## src/rtl/core/tgts_mul.sv

```systemverilog
// shared 33x32 multiplier, one registered product per cycle
`timescale 1ns / 1ps
module tgts_mul (
  input  logic        clk,
  input  logic [32:0] a,
  input  logic [31:0] b,
  output logic [63:0] p
);
  always_ff @(posedge clk) begin
    p <= 64'({32'd0, a} * {33'd0, b});
  end
endmodule

```

## config.mk

```make
export PLATFORM = sky130hd
export DESIGN_NAME = tgts_mul
export DESIGN_NICKNAME = d
export VERILOG_FILES = /design/src/rtl/core/tgts_mul.sv
export SDC_FILE = /design/constraint.sdc
export NUM_CORES = 2
export LEC_CHECK = 0
export BUFFER_PORTS_ARGS = -buffer_cell sky130_fd_sc_hd__buf_4
export CAP_MARGIN = 30
export CORE_MARGIN = 2
export CORE_UTILIZATION = 60
export DETAILED_ROUTE_END_ITERATION = 10
export PLACE_DENSITY = 0.91
export SLEW_MARGIN = 20
export SYNTH_ARGS = -nofsm -noshare
export SYNTH_HDL_FRONTEND = slang
export SYNTH_SLANG_ARGS = --single-unit
```

## constraint.sdc

```tcl
create_clock -name clk -period 10.39 [get_ports clk]
set_clock_uncertainty 0.05 [all_clocks]
set_input_delay 3.117 -clock clk [delete_from_list [all_inputs] [get_ports clk]]
set_output_delay 3.117 -clock clk [all_outputs]
set_load 0.03 [all_outputs]
```

==> run_results.csv <==
group,metric,value,unit
cts,cts-buffers-inserted,9,
global_routing,grt_overflow,0,
routing,antenna_left,0,
finish,final_cell_mix,"fa_1, inv_1, nand2_1",
finish,reg_top3,"p x64",
routing,dr.pass1.iters,8,
timing,rsz0062_at_grt,"no",
routing,drc,0,
setup_path,required,10640,ps
logic_synthesis,synthCells,3861,
logic_synthesis,ys.flop_type,"dfxtp_1",
timing,hold_viol,0,
status,status,"finished clean",
timing,max_slew_margin,61.3,%
global_routing,track_usage,35.5,%
timing,setup_viol,0,
timing,fin_crit_sh,98.5,%
setup_path,cp-start-kind,"input port",
setup_path,path_cells,"buf_4 > and2_1 > fa_1 > fa_1 > inv_1 > fa_1 > fa_1 > inv_1 > fa_1 > fa_1 > fa_1 > inv_1 > fa_1 > inv_1 > ha_1 > nand4_1 > or4_4 > a211oi_4 > nor3_4 > a2111oi_4 > o211ai_2 > and3_1 > a311oi_2",
setup_path,arrival,10490,ps
logic_synthesis,synth-seq-cells,64,
cts,postCtsSetupBuffers,0,
cts,tritoncts,"built",
floorplanning,die_y,247,um
setup_path,crit_fanout,24,
cts,cts_root_buffer,"clkbuf_16",
global_routing,grt_max_degree,34,
finish,largest_reg_flops,64,
routing,drtIter0Drc,2559,
timing,period_needed,10240,ps
routing,post_drt_wl_per_cell,21.7,um
setup_path,worst-setup-path-type,"in2reg",
logic_synthesis,synthArstFlopShare,0,%
finish,postLayoutCellArea,0.0378,mm2
cts,cts.sinks,64,
global_routing,antenna_found_initial,6,
finish,drive_gt1_share,7.63,%
floorplanning,ios,130,
cts,path_clk_slew,80,ps
global_routing,grt_pass1_vias,31934,
floorplanning,rows,88,
logic_synthesis,yosys_warnings,0,
routing,wl,102,mm
setup_path,startpoint,"b[10]",
finish,area_growth,7.21,%
placement,dpl-instance-area,0.0374,mm2
setup_path,cp_slowest_stage_delay,670,ps
finish,nNetsFinal,5162,
logic_synthesis,syn_avg_cell_area,9.14,um2
logic_synthesis,synth_nets,5110,
logic_synthesis,synth.distinct_cells,61,
placement,port_buffers,129,
timing,timing.fmax,97.7,MHz
setup_path,endpoint,"p[54]$_DFF_P_",
cts,clock_path_buffers,2,
cts,htreeDepth,3,
placement,post-dp-hpwl,82.9,mm
floorplanning,die_width,247,um
hold_path,min-delay-path-class,"in2reg",
logic_synthesis,yosysSeqAreaShare,3.63,%
floorplanning,die_area,0.0608,mm2
floorplanning,coreArea,0.0579,mm2
timing,slew_violations,0,
routing,routed-via-count,27853,
global_routing,grt_first_pass_wirelength,163,mm
routing,viasPerCell,5.94,
logic_synthesis,synth_edf_count,0,
logic_synthesis,syn_area,0.0353,mm2
run,cap_violations,0,
timing,fin_tns_setup,0,ps
finish,final_common_cell,"fa_1",
cts,cts_hold_repair.buffers,0,
finish,top_register,"p",
setup_path,endpoint_kind,"register",
setup_path,cp_slowest_cell,"fa_1",
cts,cts_resized,0,
placement,gp_congestion,0.967,
setup_path,crit_top_cell,"fa_1",
timing,tightestPinTransition,581,ps
floorplanning,initial_core_util,60.9,%
==> how the worst min path moves through the flow <==
stage / from / to / slack [ps] / cells past startpoint
after floorplan: b[0] / p[0]$_DFF_P_ / 3190 / 1
after global placement: p[16]$_DFF_P_ / p[16] / 3500 / 1
after detailed placement: p[5]$_DFF_P_ / p[5] / 3500 / 1
after CTS: b[0] / p[0]$_DFF_P_ / 3110 / 2
after global routing: b[0] / p[0]$_DFF_P_ / 3140 / 2
final: b[0] / p[0]$_DFF_P_ / 3130 / 2
==> area by class of cell <==
cell class                      instances  area (um2)
Clock buffer                            9         225
Fill cell                            4048       20100
Tap cell                              765         957
Clock inverter                          7         128
Antenna cell                            5        12.5
Inverter                              909        3420
Sequential cell                        64        1280
Timing Repair Buffer                  264        2080
Multi-Input combinational cell       2665       29700
==> metrics by stage <==
stage	hold slack [ps]	utilization (%)	instances	setup WS, ps
3_5_place_dp	3500	64.7	4667	-145
3_3_place_gp	3500	64.7	4667	105
4_1_cts	3110	65.3	4683	214
5_1_grt	3140	65.3	4686	1.73
2_1_floorplan	3190	-	3861	377
6_report	3130	65.3	4688	151
==> worst max-delay path: cells and delay by family <==
kind | cells | cell delay [ps]
fa+ha+maj | 9 | 4480
buf+inv | 5 | 560
simple gates | 5 | 1190
compound gates | 4 | 1120
==> cell usage after synthesis, types with 3 or more instances <==
| cell type | instances | area share (%) |
|---|---|---|
| a211oi_1 | 7 | 0.15 |
| a21o_1 | 42 | 0.89 |
| a21oi_1 | 64 | 0.91 |
| a221o_1 | 3 | 0.085 |
| a221oi_1 | 3 | 0.074 |
| a31oi_1 | 6 | 0.11 |
| a41oi_1 | 3 | 0.074 |
| and2_1 | 503 | 8.9 |
| and3_1 | 8 | 0.14 |
| and4_1 | 3 | 0.074 |
| buf_2 | 7 | 0.099 |
| buf_4 | 4 | 0.085 |
| clkbuf_1 | 211 | 2.2 |
| dfxtp_1 | 64 | 3.6 |
| fa_1 | 925 | 52 |
| ha_1 | 258 | 9.1 |
| inv_1 | 909 | 9.7 |
| nand2_1 | 609 | 6.5 |
| nand2b_1 | 4 | 0.071 |
| nand3_1 | 14 | 0.20 |
| nand4_1 | 14 | 0.25 |
| nor2_1 | 29 | 0.31 |
| nor3_1 | 6 | 0.085 |
| nor4_1 | 3 | 0.053 |
| o211ai_1 | 8 | 0.17 |
| o21a_1 | 8 | 0.17 |
| o21ai_0 | 26 | 0.37 |
| o21ai_1 | 6 | 0.085 |
| o21bai_1 | 14 | 0.30 |
| xnor2_1 | 44 | 1.1 |
| xor2_1 | 19 | 0.47 |
==> layer usage <==
metal  up-vias  wire length, um  global-route usage (%)
met4         2            11700                    33.1
met1     13726            29600                    36.6
li1      11221                -                       -
met2      2075            49700                    59.3
met3       829            10500                    8.57
met5         -               13                       0
==> cells by family (layout without fill, tap and decap cells) <==
logic type | after synthesis | in the layout | synth area share (%)
buffers and inverters | 1132 | 1189 | 12.1
AND/OR/NAND/NOR | 1205 | 1205 | 16.9
adder cells (fa/ha/maj) | 1183 | 1183 | 61.6
XOR/XNOR | 63 | 63 | 1.56
AO/OA/AOI/OAI | 214 | 214 | 4.16
other | 0 | 5 | 0
flip-flops | 64 | 64 | 3.63
Power is left out: the tool's default activity adds up to more than one toggle a clock period on the data nets, which glitch-free logic cannot reach.
